File: config.mk
export PLATFORM = sky130hd
export DESIGN_NAME = overlap_add_accumulator_top
export DESIGN_NICKNAME = d
export VERILOG_FILES = /design/src/hdl/ovla_pkg.sv /design/src/hdl/ovla_store.sv /design/src/hdl/overlap_add_accumulator_top.sv
export SDC_FILE = /design/constraint.sdc
export NUM_CORES = 1
export LEC_CHECK = 0
export BUFFER_PORTS_ARGS = -buffer_cell sky130_fd_sc_hd__buf_4
export CAP_MARGIN = 0
export CORE_MARGIN = 3
export CORE_UTILIZATION = 35
export CTS_BUF_LIST = sky130_fd_sc_hd__clkbuf_4 sky130_fd_sc_hd__clkbuf_8
export CTS_CLUSTER_SIZE = 14
export DETAILED_ROUTE_END_ITERATION = 8
export GPL_TIMING_DRIVEN = 1
export HOLD_SLACK_MARGIN = 0.05
export PLACE_DENSITY = 0.51
export SKIP_LAST_GASP = 1
export SLEW_MARGIN = 15
export SYNTH_ARGS = -nofsm -noshare
export SYNTH_HDL_FRONTEND = slang
export SYNTH_SLANG_ARGS = --single-unit
File: constraint.sdc
create_clock -name aclk -period 10.8 [get_ports aclk]
set_clock_uncertainty 0.2 [all_clocks]
set_input_delay 1.08 -clock aclk [delete_from_list [all_inputs] [get_ports aclk]]
set_output_delay 1.08 -clock aclk [all_outputs]
set_load 0.1 [all_outputs]
File: src/hdl/ovla_pkg.sv
`default_nettype none

package ovla_pkg;

    localparam int STORE_DEPTH = 64;
    localparam int ADDR_W      = 6;
    localparam int ACC_W       = 24;
    localparam int SAMPLE_W    = 16;
    localparam int HOP_W       = 7;

    localparam logic [HOP_W-1:0] HOP_RESET = 7'd32;

    localparam logic signed [ACC_W-1:0] ACC_MAX = 24'sh7FFFFF;
    localparam logic signed [ACC_W-1:0] ACC_MIN = 24'sh800000;

    typedef enum logic [1:0] {
        ST_IDLE,
        ST_ACC,
        ST_EMIT_RD,
        ST_EMIT_LD
    } ovla_state_t;

    // One cycle's worth of store commands from the sequencer
    typedef struct packed {
        logic              rd_en;
        logic [ADDR_W-1:0] rd_addr;
        logic              wr_en;
        logic [ADDR_W-1:0] wr_addr;
        logic [ACC_W-1:0]  wr_data;
        logic              clr_en;
        logic [ADDR_W-1:0] clr_addr;
    } store_req_t;

    // Add a Q1.15 sample into a Q9.15 accumulator and clamp to 24 bits
    function automatic logic [ACC_W-1:0] sat_add(input logic [ACC_W-1:0] acc,
                                                 input logic [SAMPLE_W-1:0] smp);
        logic [ACC_W:0] sum;
        sum = {acc[ACC_W-1], acc} + {{(ACC_W+1-SAMPLE_W){smp[SAMPLE_W-1]}}, smp};
        if (sum[ACC_W] != sum[ACC_W-1]) begin
            sat_add = sum[ACC_W] ? ACC_MIN : ACC_MAX;
        end else begin
            sat_add = sum[ACC_W-1:0];
        end
    endfunction

endpackage

`default_nettype wire

File: src/hdl/ovla_store.sv
`default_nettype none

module ovla_store (
    input  wire logic                       aclk,
    input  wire logic                       aresetn,
    input  wire ovla_pkg::store_req_t       req,
    output logic [ovla_pkg::ACC_W-1:0]      rd_data
);
    import ovla_pkg::*;

    logic [ACC_W-1:0]       mem [STORE_DEPTH];
    logic [STORE_DEPTH-1:0] valid_reg;
    logic [ACC_W-1:0]       rd_data_reg;
    logic                   rd_vld_reg;

    // Write the accumulated word
    always_ff @(posedge aclk) begin
        if (req.wr_en) begin
            mem[req.wr_addr] <= req.wr_data;
        end
    end

    // Registered read; hold the last word when no read is issued
    always_ff @(posedge aclk) begin
        if (req.rd_en) begin
            rd_data_reg <= mem[req.rd_addr];
        end
    end

    // Track written entries; an entry without its bit reads as zero
    always_ff @(posedge aclk) begin
        if (!aresetn) begin
            valid_reg  <= '0;
            rd_vld_reg <= 1'b0;
        end else begin
            if (req.wr_en) begin
                valid_reg[req.wr_addr] <= 1'b1;
            end
            if (req.clr_en) begin
                valid_reg[req.clr_addr] <= 1'b0;
            end
            if (req.rd_en) begin
                rd_vld_reg <= valid_reg[req.rd_addr];
            end
        end
    end

    assign rd_data = rd_vld_reg ? rd_data_reg : '0;

endmodule

`default_nettype wire

File: src/hdl/overlap_add_accumulator_top.sv
`default_nettype none

// Overlap-add output accumulator. Frame samples (signed Q1.15) enter on the
// s_ stream, FRAME_SIZE per frame in position order; each is added with
// 24-bit saturation into a 64-word circular store at base plus position.
// After the last sample of a frame the oldest min(hop_size, FRAME_SIZE)
// words come out on the m_ stream in order (Q9.15), m_tlast on the final
// one, and those words are retired and the base advances by the hop. Every
// sample takes a read of the store and then a write of the saturating
// adder result, and no new sample is taken until that write. After the
// last sample of a frame each emitted word takes a read, then a load of
// the output register, which waits while m_tready is low on an offered
// word. The store is cleared at reset through per-word valid flags, so
// no clearing pass is needed and s_tready rises as soon as reset is
// released. hop_size is written on the cfg channel, which is ready
// whenever reset is released, and must only change while the block is
// idle.
module overlap_add_accumulator_top #(
    parameter int FRAME_SIZE = 64
) (
    input  wire logic        aclk,
    input  wire logic        aresetn,
    // config: hop_size[6:0]
    input  wire logic        cfg_valid,
    output logic             cfg_ready,
    input  wire logic [6:0]  cfg_data,
    // s_tdata: sample_in[15:0]
    input  wire logic        s_tvalid,
    output logic             s_tready,
    input  wire logic [15:0] s_tdata,
    // m_tdata: sample_out[23:0]
    output logic             m_tvalid,
    input  wire logic        m_tready,
    output logic [23:0]      m_tdata,
    // m_tlast: hop_last
    output logic             m_tlast
);
    import ovla_pkg::*;

    localparam int POS_W = (FRAME_SIZE > 1) ? $clog2(FRAME_SIZE) : 1;
    localparam logic [POS_W-1:0] POS_LAST  = POS_W'(FRAME_SIZE - 1);
    localparam logic [HOP_W-1:0] HOP_LIMIT = HOP_W'(FRAME_SIZE);

    ovla_state_t        state_reg, state_next;
    logic [POS_W-1:0]   pos_reg, pos_next;
    logic [ADDR_W-1:0]  base_reg, base_next;
    logic [HOP_W-1:0]   k_reg, k_next;
    logic [HOP_W-1:0]   hop_cur_reg, hop_cur_next;
    logic [HOP_W-1:0]   hop_reg;
    logic [SAMPLE_W-1:0] smp_reg, smp_next;
    logic               out_valid_reg, out_valid_next;
    logic [ACC_W-1:0]   out_data_reg, out_data_next;
    logic               out_last_reg, out_last_next;

    store_req_t         req;
    logic [ACC_W-1:0]   rd_data;
    logic [HOP_W-1:0]   hop_eff;
    logic [ADDR_W-1:0]  acc_addr;
    logic [ADDR_W-1:0]  emit_addr;
    logic               out_free;
    logic               emit_last;

    ovla_store u_store (
        .aclk    (aclk),
        .aresetn (aresetn),
        .req     (req),
        .rd_data (rd_data)
    );

    // Hold the hop register
    always_ff @(posedge aclk) begin
        if (!aresetn) begin
            hop_reg <= HOP_RESET;
        end else if (cfg_valid && cfg_ready) begin
            hop_reg <= cfg_data;
        end
    end

    assign cfg_ready = aresetn;
    assign hop_eff   = (hop_reg > HOP_LIMIT) ? HOP_LIMIT : hop_reg;
    assign acc_addr  = base_reg + ADDR_W'(pos_reg);
    assign emit_addr = base_reg + k_reg[ADDR_W-1:0];
    assign out_free  = !out_valid_reg || m_tready;
    assign emit_last = (k_reg + 1'b1) == hop_cur_reg;

    // Sequence the read-modify-write and the emit sweep
    always_comb begin
        state_next     = state_reg;
        pos_next       = pos_reg;
        base_next      = base_reg;
        k_next         = k_reg;
        hop_cur_next   = hop_cur_reg;
        smp_next       = smp_reg;
        out_valid_next = out_valid_reg && !m_tready;
        out_data_next  = out_data_reg;
        out_last_next  = out_last_reg;
        s_tready       = 1'b0;
        req            = '0;

        unique case (state_reg)
            ST_IDLE: begin
                s_tready = aresetn;
                if (s_tvalid) begin
                    smp_next    = s_tdata;
                    req.rd_en   = 1'b1;
                    req.rd_addr = acc_addr;
                    state_next  = ST_ACC;
                end
            end
            ST_ACC: begin
                req.wr_en   = 1'b1;
                req.wr_addr = acc_addr;
                req.wr_data = sat_add(rd_data, smp_reg);
                if (pos_reg == POS_LAST) begin
                    pos_next     = '0;
                    hop_cur_next = hop_eff;
                    k_next       = '0;
                    state_next   = (hop_eff == '0) ? ST_IDLE : ST_EMIT_RD;
                end else begin
                    pos_next   = pos_reg + 1'b1;
                    state_next = ST_IDLE;
                end
            end
            ST_EMIT_RD: begin
                req.rd_en   = 1'b1;
                req.rd_addr = emit_addr;
                state_next  = ST_EMIT_LD;
            end
            ST_EMIT_LD: begin
                if (out_free) begin
                    out_valid_next = 1'b1;
                    out_data_next  = rd_data;
                    out_last_next  = emit_last;
                    req.clr_en     = 1'b1;
                    req.clr_addr   = emit_addr;
                    if (emit_last) begin
                        base_next  = base_reg + hop_cur_reg[ADDR_W-1:0];
                        state_next = ST_IDLE;
                    end else begin
                        k_next     = k_reg + 1'b1;
                        state_next = ST_EMIT_RD;
                    end
                end
            end
            default: begin
                state_next = ST_IDLE;
            end
        endcase
    end

    // Advance control state
    always_ff @(posedge aclk) begin
        if (!aresetn) begin
            state_reg     <= ST_IDLE;
            pos_reg       <= '0;
            base_reg      <= '0;
            k_reg         <= '0;
            hop_cur_reg   <= '0;
            out_valid_reg <= 1'b0;
        end else begin
            state_reg     <= state_next;
            pos_reg       <= pos_next;
            base_reg      <= base_next;
            k_reg         <= k_next;
            hop_cur_reg   <= hop_cur_next;
            out_valid_reg <= out_valid_next;
        end
    end

    // Hold the sample and the output word
    always_ff @(posedge aclk) begin
        smp_reg      <= smp_next;
        out_data_reg <= out_data_next;
        out_last_reg <= out_last_next;
    end

    assign m_tvalid = out_valid_reg;
    assign m_tdata  = out_data_reg;
    assign m_tlast  = out_last_reg;

endmodule

`default_nettype wire

==> flow_metrics.tcl <==
set metrics [dict create \
    antenna_found_initial 13 \
    dp_hpwl_mm 111.3 \
    rsz0062_at_grt "no" \
    worst-r2r-cell-count 17 \
    relSlewSlack 0.04267 \
    synth_area_leader_cell "edfxtp_1" \
    endpoint_kind "flip-flop" \
    crit_type "reg -> reg" \
    root_buffer "clkbuf_8" \
    gr-usage-all-layers 0.2110 \
    worst_setup_path_start_kind "flip-flop" \
    synth_flop_cell "edfxtp_1" \
    portBuffers 55 \
    fp.dieW_um 453.2 \
    drv_cap 0 \
    synth_top_family_by_area "simple AND/OR/NAND/NOR gates" \
    synth_edf_count 1601 \
    post-route-drc-count 0 \
    r2r_slack_ps 4000 \
    postRouteAntennaNets 0 \
    slew_violations 0 \
    start_util 0.3535 \
    clk_latency_ps 1020 \
    period_needed_ps 6802 \
    syn_area_per_cell_um2 12.84 \
    fin_crit_sh 0.6298 \
    viasPerCell 5.528 \
    setup_violations 0 \
    dieArea_um2 205400 \
    core_um2 198000 \
    dpl_cell_area_um2 73800 \
    syn2layout_area_growth_pct 13.77 \
    yosysWarnings 0 \
    ys_top_cells_by_area "edfxtp_1 (69%), nand2_1 (7.5%), nand3_1 (5.3%)" \
    fmax_ghz 0.1470 \
    routed_wl_mm 220.7 \
    synth_commonest_cells "edfxtp_1 (1601), nand2_1 (1393), nand3_1 (742), a311oi_1 (224), buf_2 (204)" \
    htreeDepth 5 \
    hold_slack_ps 153.0 \
    drive_gt1_frac 0.1435 \
    grt_pass1_vias 45289 \
    stdcell_area_um2 79640 \
    largest_reg_flops 1536 \
    synth-simple-area-share 0.1563 \
    io_pins 56 \
    die_y_um 453.2 \
    leakage_uw 0.02700 \
    synth.cell_area_um2 70000 \
    place.gp.congestion 0.8499 \
    cts_made_buffers 300 \
    synth-seq-cells 1702 \
    clock_path_buffers 4 \
    synth_cell_type_count 77 \
    fin_tns_setup_ps 0 \
    grt_overflow 0 \
    cts_setup_buffers 0 \
    worst_slew_pin_slew_ps 1427 \
    status "complete, no violations" \
    yosysMostFrequentCell "edfxtp_1" \
    dr_total_vias 46551 \
    grt_max_degree 152 \
    cts_tree "yes" \
    rows 163 \
    synth_compound_area_frac 0.08256 \
    synth_mux_area_frac 0.002038 \
    power_uw 13740 \
    report.final.hold_viol_count 0 \
    synth_xor_area_frac 0.006631 \
    finalCoreUtilization 0.4022 \
    arrival_ps 7350 \
    hold_depth 3 \
    worstPathRequired_ps 11350 \
    yosys.area_share.adder 0.008829 \
    clkSinkCount 1702 \
    cellPowerDensity_nw_per_um2 172.6 \
    crit_fanout 33 \
    syn-num-nets 5526 \
    synthArstFlopShare 0 \
    yosysTopAreaCellShare 0.6868 \
    path_clk_slew_ps 60 \
    final_net_count 5643 \
    grt_pass1_wl_mm 320.4 \
    drt-initial-drc-count 4874 \
    ys_seq_area_frac 0.7156 \
    ir_worst_vdd_mv 0.1189 \
    wl_per_cell_um 26.21 \
    netlist_instances 5451 \
    min_path_type "in -> reg" \
    dr.pass1.iters 6 \
]
[placed cells by master (no fill, tap or decap), types with 18 or more instances in the layout]
cell / synthesis / layout
clkinv_2: 0 / 24
dfxtp_1: 101 / 101
o221a_2: 65 / 65
clkinv_1: 1 / 59
nand3_1: 742 / 742
buf_4: 31 / 170
ha_1: 43 / 43
a21oi_1: 99 / 80
xor2_1: 18 / 18
xnor2_1: 28 / 28
clkbuf_8: 0 / 311
a21oi_4: 0 / 18
and3_1: 135 / 135
clkbuf_4: 0 / 104
edfxtp_1: 1601 / 1601
a311oi_1: 224 / 224
nor2_1: 104 / 35
buf_12: 0 / 18
nor2b_1: 20 / 20
nor2_2: 1 / 20
a211oi_1: 182 / 170
and2_1: 37 / 36
nand2_1: 1393 / 1393
a31oi_1: 78 / 78
nor2_4: 0 / 50
[timing repair]
item,CTS,global route
hold endpoints to repair,17,0
setup endpoints to repair,0,0
gates resized for setup,0,0
hold buffers,17,0
[cells by family after synthesis]
family,Yosys count
buf+inv,410
xor+xnor,49
compound gates,739
fa+ha+maj,47
simple gates,2490
mux,14
flops,1702
[metal layers]
layer,vias up,wire length [um],global-route usage
li1,20726,-,-
met1,23585,96830,0.2968
met2,1817,102100,0.3334
met3,421,15250,0.03391
met4,2,6518,0.06898
met5,-,13,0
[worst paths after layout]
kind | start | end
worst max-delay path | u_store.rd_vld_reg$_SDFFE_PN0P_ | u_store.mem[15][12]$_DFFE_PP_
worst min-delay path | cfg_data[6] | hop_reg[6]$_SDFFE_PN0P_
worst min register to register | hop_cur_reg[6]$_SDFFE_PN0P_ | hop_cur_reg[6]$_SDFFE_PN0P_
worst max register to register | u_store.rd_vld_reg$_SDFFE_PN0P_ | u_store.mem[15][12]$_DFFE_PP_
[through the flow]
step / std cells / setup slack (ps)
after floorplan: 5451 / 2763
after global placement: 7881 / 4115
after detailed placement: 7886 / 4103
after CTS: 8408 / 4062
after global routing: 8414 / 3688
final: 8421 / 3998
[power by group]
| part | total, uW | leakage (uW) | internal (uW) | switching, uW |
|---|---|---|---|---|
| registers | 7360 | 0.0156 | 7350 | 9.33 |
| logic | 697 | 0.00846 | 148 | 549 |
| clock network | 5690 | 0.00296 | 3100 | 2580 |
[worst max-delay path, cell delays in order, from the launching register on]
cell       delay [ps]
dfxtp_1           350
buf_4             250
and2_1            190
ha_1              220
fa_1              420
a21o_1            200
a21oi_1           270
o21ai_1           170
o2bb2ai_1         280
a2111oi_2         420
nor3_2            150
a211o_1           310
nand2_1            90
ha_1              340
clkinv_1          600
buf_4             490
a21oi_4           960
buf_4             540
[area by class of cell]
cell class                 count  area (um2)
clock inverter                90       494.2
sequential                  1702       50100
multi-input combinational   3339       18760
antenna                       10       25.02
clock buffer                 415        5061
timing repair buffer         206        1834
inverter                      19       71.32
tap                         2640        3303
fill                       18548      118400
Power figures use the tool's default switching activity.
